File: config.mk
export PLATFORM = sky130hd
export DESIGN_NAME = mrte_cell
export DESIGN_NICKNAME = d
export VERILOG_FILES = /design/src/sv/mrte_pkg.sv /design/src/sv/mrte_cell.sv
export SDC_FILE = /design/constraint.sdc
export NUM_CORES = 1
export LEC_CHECK = 0
export BUFFER_PORTS_ARGS = -buffer_cell sky130_fd_sc_hd__buf_2
export CORE_MARGIN = 1
export CORE_UTILIZATION = 25
export CTS_CLUSTER_DIAMETER = 40
export DETAILED_ROUTE_END_ITERATION = 10
export GPL_ROUTABILITY_DRIVEN = 1
export SYNTH_ARGS = -nofsm -noshare
export SYNTH_HDL_FRONTEND = slang
export SYNTH_SLANG_ARGS = --single-unit
File: constraint.sdc
create_clock -name clk -period 4.1 [get_ports clk]
set_clock_uncertainty 0.15 [all_clocks]
set_input_delay 0.205 -clock clk [delete_from_list [all_inputs] [get_ports clk]]
set_output_delay 0.205 -clock clk [all_outputs]
set_load 0.01 [all_outputs]
File: src/sv/mrte_pkg.sv
`timescale 1ns / 1ps

package mrte_pkg;

  // Default table depth.
  localparam int TableEntriesDef = 32;

  // Field widths.
  localparam int AddrW  = 32;
  localparam int SeqW   = 32;
  localparam int HopsW  = 8;
  localparam int IfaceW = 4;
  localparam int TimeW  = 48;
  localparam int FlagW  = 3;

  // Flag bit positions.
  localparam int FlValid  = 0;
  localparam int FlSeqOk  = 1;
  localparam int FlStatic = 2;

  localparam logic [31:0] TimeoutReset = 32'd3000;

  typedef enum logic [2:0] {
    REQ_UPDATE = 3'd0,
    REQ_LOOKUP = 3'd1,
    REQ_DELETE = 3'd2,
    REQ_STATIC = 3'd3,
    REQ_SWEEP  = 3'd4
  } req_t;

  typedef enum logic [1:0] {
    ST_OK        = 2'd0,
    ST_LIFE_ONLY = 2'd1,
    ST_NOT_FOUND = 2'd2,
    ST_FULL      = 2'd3
  } status_t;

  typedef enum logic [1:0] {
    EV_NONE     = 2'd0,
    EV_NBR_BRK  = 2'd1,
    EV_EXPIRED  = 2'd2,
    EV_REMOVED  = 2'd3
  } event_t;

  typedef enum logic [2:0] {
    S_IDLE,
    S_EXEC,
    S_RESP,
    S_SWEEP,
    S_FIN
  } state_t;

  typedef enum logic [1:0] {
    WR_NONE,
    WR_FULL,
    WR_LIFE,
    WR_FREE
  } wr_op_t;

  // Write command broadcast along the row of cells.
  typedef struct packed {
    wr_op_t              op;
    logic [AddrW-1:0]    dest;
    logic [AddrW-1:0]    hop;
    logic [SeqW-1:0]     seq;
    logic [HopsW-1:0]    hops;
    logic [IfaceW-1:0]   iface;
    logic [TimeW-1:0]    expiry;
    logic [FlagW-1:0]    flags;
  } cell_wr_t;

  // Contents of one cell.
  typedef struct packed {
    logic                used;
    logic [AddrW-1:0]    dest;
    logic [AddrW-1:0]    hop;
    logic [SeqW-1:0]     seq;
    logic [HopsW-1:0]    hops;
    logic [IfaceW-1:0]   iface;
    logic [TimeW-1:0]    expiry;
    logic [FlagW-1:0]    flags;
  } cell_data_t;

  // Priority chain handed from each cell to the next.
  typedef struct packed {
    logic hit_found;
    logic free_found;
  } chain_t;

endpackage

File: src/sv/mrte_cell.sv
`timescale 1ns / 1ps

module mrte_cell (
  input  logic                            clk,
  input  logic                            rst_n,
  input  logic [mrte_pkg::AddrW-1:0]      key,
  input  mrte_pkg::cell_wr_t              wr,
  input  logic                            sel,
  input  mrte_pkg::chain_t                chain_in,
  output mrte_pkg::chain_t                chain_out,
  output logic                            hit_sel,
  output logic                            free_sel,
  output mrte_pkg::cell_data_t            data
);

  logic                             used_r;
  logic                             used_nxt;
  logic [mrte_pkg::AddrW-1:0]       dest_r;
  logic [mrte_pkg::AddrW-1:0]       hop_r;
  logic [mrte_pkg::SeqW-1:0]        seq_r;
  logic [mrte_pkg::HopsW-1:0]       hops_r;
  logic [mrte_pkg::IfaceW-1:0]      iface_r;
  logic [mrte_pkg::TimeW-1:0]       expiry_r;
  logic [mrte_pkg::FlagW-1:0]       flags_r;
  logic                             hit;

  // Match against the key and claim priority if no lower cell has.
  assign hit                  = used_r && (dest_r == key);
  assign hit_sel              = hit && !chain_in.hit_found;
  assign free_sel             = !used_r && !chain_in.free_found;
  assign chain_out.hit_found  = chain_in.hit_found || hit;
  assign chain_out.free_found = chain_in.free_found || !used_r;

  assign data = '{used: used_r, dest: dest_r, hop: hop_r, seq: seq_r, hops: hops_r,
                  iface: iface_r, expiry: expiry_r, flags: flags_r};

  // Occupancy flag.
  always_comb begin
    used_nxt = used_r;
    if (sel) begin
      case (wr.op)
        mrte_pkg::WR_FULL: used_nxt = 1'b1;
        mrte_pkg::WR_FREE: used_nxt = 1'b0;
        default:           used_nxt = used_r;
      endcase
    end
  end

  always_ff @(posedge clk) begin
    if (!rst_n) begin
      used_r <= 1'b0;
    end else begin
      used_r <= used_nxt;
    end
  end

  // Entry payload.
  always_ff @(posedge clk) begin
    if (sel && wr.op == mrte_pkg::WR_FULL) begin
      dest_r  <= wr.dest;
      hop_r   <= wr.hop;
      seq_r   <= wr.seq;
      hops_r  <= wr.hops;
      iface_r <= wr.iface;
      flags_r <= wr.flags;
    end
    if (sel && (wr.op == mrte_pkg::WR_FULL || wr.op == mrte_pkg::WR_LIFE)) begin
      expiry_r <= wr.expiry;
    end
  end

endmodule

==> key figures, run 1 <==
Floorplan
  – Width of the chip: between 100 and 150 um
  – Die footprint: about 0.022 mm2
  – Standard-cell row count: 52
  – Core outline area: 0.0205 mm2
  – Ports: ~360
  – Vertical extent of the die: about 150 um
  – Initial core utilization: 0.259

Finish
  – Number of inserted diodes: 0
  – Post-route core utilization: 0.473
  – Area growth, synth to finish: 82.8%
  – Final Instance Area: 0.00969 mm2
  – Post-layout instance count excluding filler cells: approximately 1100
  – Count of nets after finishing: around 970
  – Share of cells above drive strength 1: 0.519

Detailed routing
  – Post-detailed-route count of antenna-violating nets: 0
  – 1st-iter DRT viols: about 130
  – Routed metal-1 wirelength: 6.30 mm
  – Met3 wirelength from detailed routing: approximately 1.1 mm
  – Max Used Layer: met4
  – Count of vias placed by the detailed router: just over 4000
  – Total length of routed met2 wires: about 9 mm
  – Post-Route WL: between 15 and 20 mm
  – Drt via density: between 3 and 4
  – Number of search-and-repair iterations in the first detailed-routing pass: 4
  – Post-detailed-route wirelength per cell: 16.0 um
  – DR DRC count: 0

Power
  – Combinational power share: 0.111
  – Worst IR drop on VDD: roughly 0.25 mV
  – Switching fraction of total power: 0.238
  – Clock network power share: 0.399
  – Switching Power: around 0.95 mW
  – Total power density per cell area: about 400 mW/mm2
  – Internal power: ~3.0 mW
  – Post-layout power: 3.98 mW
  – Static leakage power: roughly 4.1 nW
  – Part of the total power dissipated in sequential elements: 0.489

Hold path
  – Number of cells on the worst hold path: 2
  – Class of the tightest hold or removal check: in -> reg
  – Beginning of the worst hold path: sel
  – Hold Path End: expiry_r[6]$_DFFE_PP_

Timing
  – Final min period: ~2.5 ns
  – Slew HR: 0.510
  – Transition time at the pin with the least slew margin: approximately 0.73 ns
  – Hold Vio Cnt, Final: 0
  – Accumulated negative setup slack: 0 ns
  – Total count of max-transition violations in the final report: 0
  – Post-layout worst setup margin: approximately 1.6 ns
  – Number of setup violations in the final report: 0
  – Post-route fraction of the period consumed by the critical path: 0.621
  – Hold WS: 0.179 ns
  – Achievable clock frequency: approximately 390 MHz
  – RSZ-0062 raised after global routing: false

Placement
  – Dpl hpwl: 11.3 mm
  – Placed Cells: 857
  – Count of buffers inserted at the top-level ports: roughly 360
  – Placed instance area: ~0.0075 mm2
  – Final Wtd Congestion: ~0.76
  – Dpl ws: around 1.9 ns

Global route
  – Total routing resource utilization after global routing: 0.149
  – Pin count of the biggest net entering global routing: 50
  – Wire length of the first global-routing pass: 24.0 mm
  – Number of antenna violations at the first check in global routing: 0
  – Number of global-route vias before repair: between 4000 and 5000
  – Global route total overflow: 0

Status
  – Outcome: completed

Critical path
  – Worst flop-to-flop path endpoint: used_r$_SDFFE_PN0P_
  – CP arrival: roughly 2.2 ns
  – Critical setup path kind: reg -> out
  – Launch point of the worst reg-to-reg path: used_r$_SDFFE_PN0P_
  – Buffer and inverter count on the worst path: 1
  – Slowest cell delay on critical path: between 0.4 and 0.5 ns
  – Required time at the worst-slack endpoint: approximately 3.7 ns
  – Crit-path max FO: 2
  – Count of cells along the worst register-to-register path: 2
  – Cell with the largest stage delay on the worst path: sky130_fd_sc_hd__or4_4
  – Stages on worst setup path: 5
  – Type of element capturing the critical path: output pin
  – Largest delay contributor family on the critical path: simple AND/OR/NAND/NOR gates
  – Critical path launch point type: register
  – Worst reg2reg setup slack: 2.71 ns
  – Cell breakdown of the critical path: xor2_1, a2111o_1, or4_4, nor4_2, buf_2

Synthesis
  – Register area share after synthesis: 0.904
  – Netlist area before placement: between 0.005 and 0.006 mm2
  – Share of synthesized registers carrying an async set or reset: 0
  – Top cells by instance count after synthesis: 159 x sky130_fd_sc_hd__edfxtp_1, 22 x sky130_fd_sc_hd__xor2_1, 8 x sky130_fd_sc_hd__inv_1
  – Most area-consuming cells after synthesis: sky130_fd_sc_hd__edfxtp_1 90%, sky130_fd_sc_hd__xor2_1 3.6%, sky130_fd_sc_hd__nand2b_1 0.59%
  – Number of synthesized flops with an enable pin: about 160
  – Share of the synthesized area in the top cell type: 0.900
  – Per-instance average area after synthesis: ~24 um2
  – Cell count after synthesis: approximately 220
  – Yosys cell types: 28
  – Net count after synthesis: between 400 and 500
  – Post-synthesis cell type with the largest combined area: sky130_fd_sc_hd__edfxtp_1
  – Synth Flop Type: sky130_fd_sc_hd__edfxtp_1
  – Number of storage elements in the synthesis netlist: 160
  – Total of warnings raised by yosys: 0
  – Most frequent cell after synthesis: sky130_fd_sc_hd__edfxtp_1

CTS
  – Post-CTS Setup Bufs: 0
  – CTS H-tree depth: 4
  – Total clock buffers created by CTS: 17
  – Clk Latency, worst-skew pair: 0.41 ns
  – Buffer levels on the longest clock path: 2
  – Clock tree sinks: between 150 and 200
  – CTS tree: done
  – Clock-pin slew on the worst setup and hold paths: about 0.070 ns
  – Number of gates resized after cts: 0
  – Clock tree root driver cell: sky130_fd_sc_hd__clkbuf_16
  – CTS hold repair buffers: between 150 and 200

Flow run
  – Number of max-cap violations: 0
==> worst register-to-register path, cell delays in order, from the launching register on <==
cell	delay, ns
sky130_fd_sc_hd__dfxtp_1	0.36
sky130_fd_sc_hd__o211a_1	0.23
sky130_fd_sc_hd__dlygate4sd3_1	0.54
==> flip-flops by register name, indices dropped and copies added (netlist names) <==
signal and flops:
seq_r 32, iface_r 4, dest_r 32, expiry_r 48, hop_r 32, flags_r 3, hops_r 8, used_r 1
==> final cells by class <==
| class | count | area, um2 |
|---|---|---|
| fillers | 1851 | 10800 |
| flip-flops and latches | 160 | 4790 |
| repair buffers | 525 | 3450 |
| multi-input cells | 55 | 480 |
| clock buffers | 17 | 425 |
| well taps | 270 | 338 |
| clock inverters | 15 | 169 |
| inverters | 8 | 30.0 |
==> cells in the final DEF, fill, tap and decap left out, types with 2 or more instances in the layout <==
master	count
sky130_fd_sc_hd__buf_2	361
sky130_fd_sc_hd__buf_4	2
sky130_fd_sc_hd__clkbuf_16	17
sky130_fd_sc_hd__clkinv_8	2
sky130_fd_sc_hd__clkinvlp_4	2
sky130_fd_sc_hd__dlygate4sd3_1	161
sky130_fd_sc_hd__edfxtp_1	159
sky130_fd_sc_hd__ha_1	2
sky130_fd_sc_hd__inv_1	8
sky130_fd_sc_hd__inv_6	6
sky130_fd_sc_hd__inv_8	3
sky130_fd_sc_hd__nand2b_1	5
sky130_fd_sc_hd__nand2b_4	2
sky130_fd_sc_hd__nand4_1	2
sky130_fd_sc_hd__nor4_1	4
sky130_fd_sc_hd__xor2_1	22
==> cells by family (layout without fill, tap and decap cells) <==
family	after synthesis	after routing	synth area share
fa+ha+maj	2	2	0.00472
buf+inv	9	565	0.00708
compound gates	9	9	0.0170
simple gates	21	21	0.0290
flops	160	160	0.904
xor+xnor	23	23	0.0380
==> power by group through the flow <==
| stage | Clock (mW) | Sequential [mW] | Combinational [mW] |
|---|---|---|---|
| 2_1_floorplan | 0 | 2.04 | 0.0497 |
| 3_3_place_gp | 0 | 1.98 | 0.320 |
| 3_5_place_dp | 0 | 1.98 | 0.323 |
| 4_1_cts | 1.63 | 1.95 | 0.445 |
| 5_1_grt | 1.68 | 1.96 | 0.474 |
| 6_report | 1.59 | 1.95 | 0.444 |
==> worst max-delay path by stage <==
stage / from / endpoint
floorplan: wr[160] / dest_r[0]$_DFFE_PP_
global placement: wr[159] / expiry_r[26]$_DFFE_PP_
detailed placement: wr[159] / expiry_r[26]$_DFFE_PP_
CTS: dest_r[28]$_DFFE_PP_ / hit_sel
global route: dest_r[28]$_DFFE_PP_ / chain_out[1]
finish: dest_r[28]$_DFFE_PP_ / hit_sel
==> routing by layer <==
metal / GRT usage / vias to the layer above
li1: - / 1973
met2: 0.278 / 187
met5: 0 / -
met4: 0.0546 / 0
met3: 0.0441 / 21
met1: 0.159 / 1949
Power figures use the tool's default switching activity.
==> inputs of run 2 (changes only) <==
Clock period 4.1 ns to 2.25 ns, I/O delays scaled along.
==> key figures, run 2 (synthesis gave the netlist of run 1 again) <==
Status
  – Outcome: finished with violations
  – Violated checks: negative setup slack

Detailed routing
  – Number of search-and-repair iterations in the first detailed-routing pass: 4
  – 1st-iter DRT viols: roughly 160
  – Post-detailed-route wirelength per cell: approximately 16 um
  – DR DRC count: 0
  – Post-Route WL: between 15 and 20 mm
  – Count of vias placed by the detailed router: between 4000 and 5000
  – Post-detailed-route count of antenna-violating nets: 0
  – Drt via density: approximately 4

Finish
  – Count of nets after finishing: between 900 and 1000
  – Flip-flop count of the largest register after layout: 48
  – Most common cell after layout, fill and taps aside: sky130_fd_sc_hd__buf_2
  – Share of cells above drive strength 1: 0.517
  – Most flops, register: expiry_r
  – Area growth, synth to finish: 83.0%
  – Most used cells in the layout excluding fill and tap cells: 361 x sky130_fd_sc_hd__buf_2, 161 x sky130_fd_sc_hd__dlygate4sd3_1, 159 x sky130_fd_sc_hd__edfxtp_1, 22 x sky130_fd_sc_hd__xor2_1, 17 x sky130_fd_sc_hd__clkbuf_16
  – Number of inserted diodes: 0
  – Number of fillers in the final layout: approximately 1900

Power
  – Worst IR drop on VDD: 0.449 mV
  – Static leakage power: slightly above 4 nW
  – Internal power: 5.51 mW
  – Part of the total power dissipated in sequential elements: 0.494
  – Combinational power share: 0.114
  – Total power density per cell area: 739 mW/mm2
  – Clock network power share: 0.392
  – Switching Power: 1.66 mW
  – Switching fraction of total power: 0.232

Critical path
  – Critical setup path kind: reg -> out
  – CP arrival: approximately 2.3 ns
  – Worst reg2reg setup slack: between 0.8 and 0.9 ns
  – Critical path launch point type: register
  – Count of cells along the worst register-to-register path: 2
  – Crit-path max FO: 2
  – Required time at the worst-slack endpoint: 1.99 ns
  – Type of element capturing the critical path: output pin

Flow run
  – Number of max-cap violations: 0

Hold path
  – Number of cells on the worst hold path: 2
  – Class of the tightest hold or removal check: in -> reg

Timing
  – Post-layout worst setup margin: -0.258 ns
  – Total count of max-transition violations in the final report: 0
  – Slew HR: 0.761
  – Achievable clock frequency: 399 MHz
  – Hold WS: 0.136 ns
  – RSZ-0062 raised after global routing: true
  – Hold Vio Cnt, Final: 0
  – Transition time at the pin with the least slew margin: about 0.36 ns
  – Post-route fraction of the period consumed by the critical path: 1.11
  – Number of setup violations in the final report: 2
  – Final min period: between 2 and 3 ns

Global route
  – Pin count of the biggest net entering global routing: 49
  – Number of antenna violations at the first check in global routing: 0
  – Wire length of the first global-routing pass: about 24 mm
  – Total routing resource utilization after global routing: 0.150
  – Global route total overflow: 0
  – Number of global-route vias before repair: 4466

CTS
  – Post-CTS Setup Bufs: 0
  – CTS tree: done
  – Clock tree sinks: 160
  – CTS H-tree depth: 4
  – Clock tree root driver cell: sky130_fd_sc_hd__clkbuf_16
  – Clock-pin slew on the worst setup and hold paths: 0.07 ns
  – Clk Latency, worst-skew pair: approximately 0.40 ns
  – Number of gates resized after cts: 0
  – Total clock buffers created by CTS: 17
  – Buffer levels on the longest clock path: 2

Placement
  – Final Wtd Congestion: approximately 0.82
  – Dpl ws: between 0.15 and 0.2 ns
  – Count of buffers inserted at the top-level ports: about 360
  – Dpl hpwl: roughly 11 mm

Floorplan
  – Ports: between 300 and 400
  – Die footprint: about 0.022 mm2
  – Width of the chip: 148 um
  – Vertical extent of the die: 148 um
  – Standard-cell row count: between 50 and 60
  – Initial core utilization: 0.259
  – Core outline area: about 0.020 mm2
run 2: cell types whose count changed in the layout (fill, tap and decap cells not counted):
cell	previous run	this run
sky130_fd_sc_hd__clkinv_4	0	3
sky130_fd_sc_hd__buf_12	1	3
sky130_fd_sc_hd__clkinv_8	2	0
sky130_fd_sc_hd__buf_4	2	1
sky130_fd_sc_hd__clkbuf_1	0	1
sky130_fd_sc_hd__clkinv_1	0	1
sky130_fd_sc_hd__clkinv_2	1	0
sky130_fd_sc_hd__clkinvlp_4	2	1
sky130_fd_sc_hd__inv_6	6	5
run 2: timing repair:
item                                   CTS  global route
setup endpoints to repair                2             2
hold buffers                           161             0
endpoints found under the hold margin  160             0
run 2: area by class of cell:
class / instances / area, um2 / share of cell area
clock buffers: 18 / 429 / 0.0442
flip-flops and latches: 160 / 4790 / 0.494
repair buffers: 526 / 3490 / 0.359
inverters: 8 / 30.0 / 0.00309
well taps: 270 / 338 / 0.0348
multi-input cells: 55 / 480 / 0.0495
clock inverters: 14 / 145 / 0.0150
run 2: critical path, cell delays in order, from the launching register on:
cell and delay [ns]:
sky130_fd_sc_hd__edfxtp_1 0.40, sky130_fd_sc_hd__xor2_1 0.16, sky130_fd_sc_hd__a2111o_1 0.38, sky130_fd_sc_hd__or4_4 0.44, sky130_fd_sc_hd__nor4_2 0.28, sky130_fd_sc_hd__buf_2 0.18
run 2: path summary, 6_finish.rpt:
path	end	startpoint
setup / recovery	hit_sel	dest_r[28]$_DFFE_PP_
hold / removal	dest_r[9]$_DFFE_PP_	sel
setup reg to reg	used_r$_SDFFE_PN0P_	used_r$_SDFFE_PN0P_
hold reg to reg	used_r$_SDFFE_PN0P_	used_r$_SDFFE_PN0P_
run 2: stage by stage:
stage / power, mW / TNS (ns) / utilization / cell area [um2] / std cells
finish: 7.17 / -0.483 / 0.473 / 9700 / 1051
CTS: 7.27 / -0.550 / 0.473 / 9700 / 1051
global route: 7.45 / -0.638 / 0.473 / 9700 / 1051
detailed placement: 4.20 / 0 / 0.367 / 7520 / 858
floorplan: 3.80 / 0 / - / 5310 / 224
global placement: 4.19 / 0 / 0.367 / 7520 / 858
run 2: power groups by stage:
stage	clock network, mW	registers [mW]	logic (mW)
floorplan	0	3.71	0.0937
global placement	0	3.60	0.591
detailed placement	0	3.60	0.599
CTS	2.91	3.54	0.823
global route	3.02	3.56	0.878
finish	2.81	3.54	0.821
run 2: routing by layer:
| layer | GRT usage | vias up | routed length, um |
|---|---|---|---|
| met5 | 0 | - | 0 |
| met3 | 0.0469 | 18 | 1240 |
| li1 | - | 1976 | - |
| met2 | 0.281 | 207 | 8940 |
| met1 | 0.159 | 2003 | 6270 |
| met4 | 0.0485 | 0 | 214 |
==> inputs of run 3 (changes only) <==
Settings changed: CTS_BUF_LIST set to sky130_fd_sc_hd__clkbuf_4.
Clock period 2.25 ns to 2.05 ns, I/O delays scaled along.
==> key figures, run 3 (synthesis gave the netlist of run 1 again) <==
Critical path
  – Required time at the worst-slack endpoint: ~1.8 ns
  – Critical path launch point type: register
  – Critical Path Start: dest_r[28]$_DFFE_PP_
  – Launch point of the worst reg-to-reg path: used_r$_SDFFE_PN0P_
  – Type of element capturing the critical path: output pin
  – Crit-path max FO: 2
  – CP arrival: 2.37 ns
  – Critical setup path kind: reg -> out

Flow run
  – Number of max-cap violations: 0

Finish
  – Post-route core utilization: 0.464
  – Number of fillers in the final layout: about 1800
  – Flip-flop count of the largest register after layout: 48
  – Final Instance Area: about 0.0095 mm2
  – Area growth, synth to finish: 79.4%
  – Post-layout instance count excluding filler cells: roughly 1100
  – Most used cells in the layout excluding fill and tap cells: 361 x sky130_fd_sc_hd__buf_2, 162 x sky130_fd_sc_hd__dlygate4sd3_1, 159 x sky130_fd_sc_hd__edfxtp_1, 22 x sky130_fd_sc_hd__xor2_1, 17 x sky130_fd_sc_hd__clkbuf_4
  – Most common cell after layout, fill and taps aside: sky130_fd_sc_hd__buf_2
  – Most flops, register: expiry_r
  – Share of cells above drive strength 1: 0.523
  – Count of nets after finishing: just under 1000

Status
  – Outcome: finished with violations
  – Violated checks: negative setup slack

Timing
  – Hold Vio Cnt, Final: 0
  – Total count of max-transition violations in the final report: 0
  – Post-layout worst setup margin: -0.575 ns
  – RSZ-0062 raised after global routing: true
  – Post-route fraction of the period consumed by the critical path: 1.28
  – Slew HR: 0.712
  – Achievable clock frequency: roughly 380 MHz
  – Accumulated negative setup slack: -1.07 ns
  – Number of setup violations in the final report: 2
  – Final min period: roughly 2.6 ns
  – Transition time at the pin with the least slew margin: around 0.43 ns

Power
  – Combinational power share: 0.137
  – Total power density per cell area: roughly 700 mW/mm2
  – Internal power: around 5 mW
  – Switching fraction of total power: 0.252
  – Worst IR drop on VDD: ~0.37 mV
  – Switching Power: ~1.7 mW
  – Clock network power share: 0.279
  – Static leakage power: 4.05 nW
  – Part of the total power dissipated in sequential elements: 0.583

CTS
  – Clock tree root driver cell: sky130_fd_sc_hd__clkbuf_4
  – Clock tree sinks: between 150 and 200
  – Total clock buffers created by CTS: 17
  – Clock-pin slew on the worst setup and hold paths: 0.15 ns
  – Buffer levels on the longest clock path: 2
  – CTS H-tree depth: 4
  – CTS tree: done
  – Clk Latency, worst-skew pair: 0.52 ns

Placement
  – Placed Cells: approximately 860
  – Dpl hpwl: 11.4 mm
  – Placed instance area: 0.00757 mm2
  – Count of buffers inserted at the top-level ports: roughly 360
  – Dpl ws: around 0.019 ns
  – Final Wtd Congestion: about 0.78

Global route
  – Wire length of the first global-routing pass: ~25 mm
  – Total routing resource utilization after global routing: 0.153
  – Global routing met1 resource utilization: 0.165
  – Global route total overflow: 0
  – Global routing's busiest layer: met2
  – Number of global-route vias before repair: 4667
  – GR Util met3: 0.0481
  – Number of antenna violations at the first check in global routing: 1
  – Met2 GRT Util: 0.276
  – Pin count of the biggest net entering global routing: between 40 and 50

Hold path
  – Class of the tightest hold or removal check: in -> reg
  – Beginning of the worst hold path: wr[23]

Floorplan
  – Ports: about 360
  – Standard-cell row count: 52
  – Vertical extent of the die: ~150 um
  – Core outline area: ~0.02 mm2
  – Width of the chip: 148 um
  – Initial core utilization: 0.259
  – Die footprint: 0.0218 mm2

Detailed routing
  – Count of vias placed by the detailed router: approximately 4200
  – DR DRC count: 0
  – 1st-iter DRT viols: 173
  – Drt via density: between 3 and 4
  – Post-Route WL: 16.6 mm
  – Post-detailed-route wirelength per cell: around 16 um
  – Post-detailed-route count of antenna-violating nets: 0
  – Number of search-and-repair iterations in the first detailed-routing pass: 4
run 3: changes by cell type in the layout (fill, tap and decap cells not counted), moves of 2 or more:
cell / delta
sky130_fd_sc_hd__clkbuf_16: -17
sky130_fd_sc_hd__clkbuf_4: +17
sky130_fd_sc_hd__buf_4: +5
sky130_fd_sc_hd__buf_12: +2
run 3: final timing paths:
path | end | slack, ns | depth (start not counted)
min | expiry_r[20]$_DFFE_PP_ | 0.11 | 2
max reg2reg | used_r$_SDFFE_PN0P_ | 0.61 | 2
min reg2reg | used_r$_SDFFE_PN0P_ | 1.08 | 2
max | hit_sel | -0.57 | 5
run 3: area by class of cell:
class	count	area, um2	share of cell area
multi-input combinational	55	497	0.0522
clock buffer	17	128	0.0134
inverter	8	30.0	0.00316
clock inverter	15	150	0.0158
tap	270	338	0.0355
timing repair buffer	534	3570	0.376
sequential	160	4790	0.504
antenna	1	2.50	0.000263
run 3: critical path, cell delays in order, from the launching register on:
cell and delay (ns):
sky130_fd_sc_hd__edfxtp_1 0.44, sky130_fd_sc_hd__xor2_1 0.16, sky130_fd_sc_hd__a2111o_1 0.37, sky130_fd_sc_hd__or4_4 0.46, sky130_fd_sc_hd__nor4_4 0.25, sky130_fd_sc_hd__buf_2 0.16
run 3: metrics by stage:
stage	hold slack (ns)	power, mW
floorplan	0.0514	4.17
global placement	0.129	4.60
finish	0.106	6.66
CTS	0.0373	6.73
global route	0.0372	6.93
detailed placement	0.131	4.62
run 3: layer usage:
layer	up-vias	wire, um
li1	1989	-
met2	204	8900
met4	0	362
met5	-	0
met3	26	1180
met1	2007	6210
run 3: power groups by stage:
stage / Combinational [mW] / Clock, mW / Sequential [mW]
2_1_floorplan: 0.103 / 0 / 4.07
4_1_cts: 0.913 / 1.94 / 3.88
3_5_place_dp: 0.662 / 0 / 3.95
6_report: 0.915 / 1.86 / 3.88
3_3_place_gp: 0.656 / 0 / 3.95
5_1_grt: 0.981 / 2.05 / 3.91
run 3: timing repair:
item	in CTS	in global routing
endpoints found under the setup margin	2	2
resized for setup	0	2
setup buffers	1	2
hold endpoints to repair	217	0
pin swaps	2	0
hold buffers	162	0
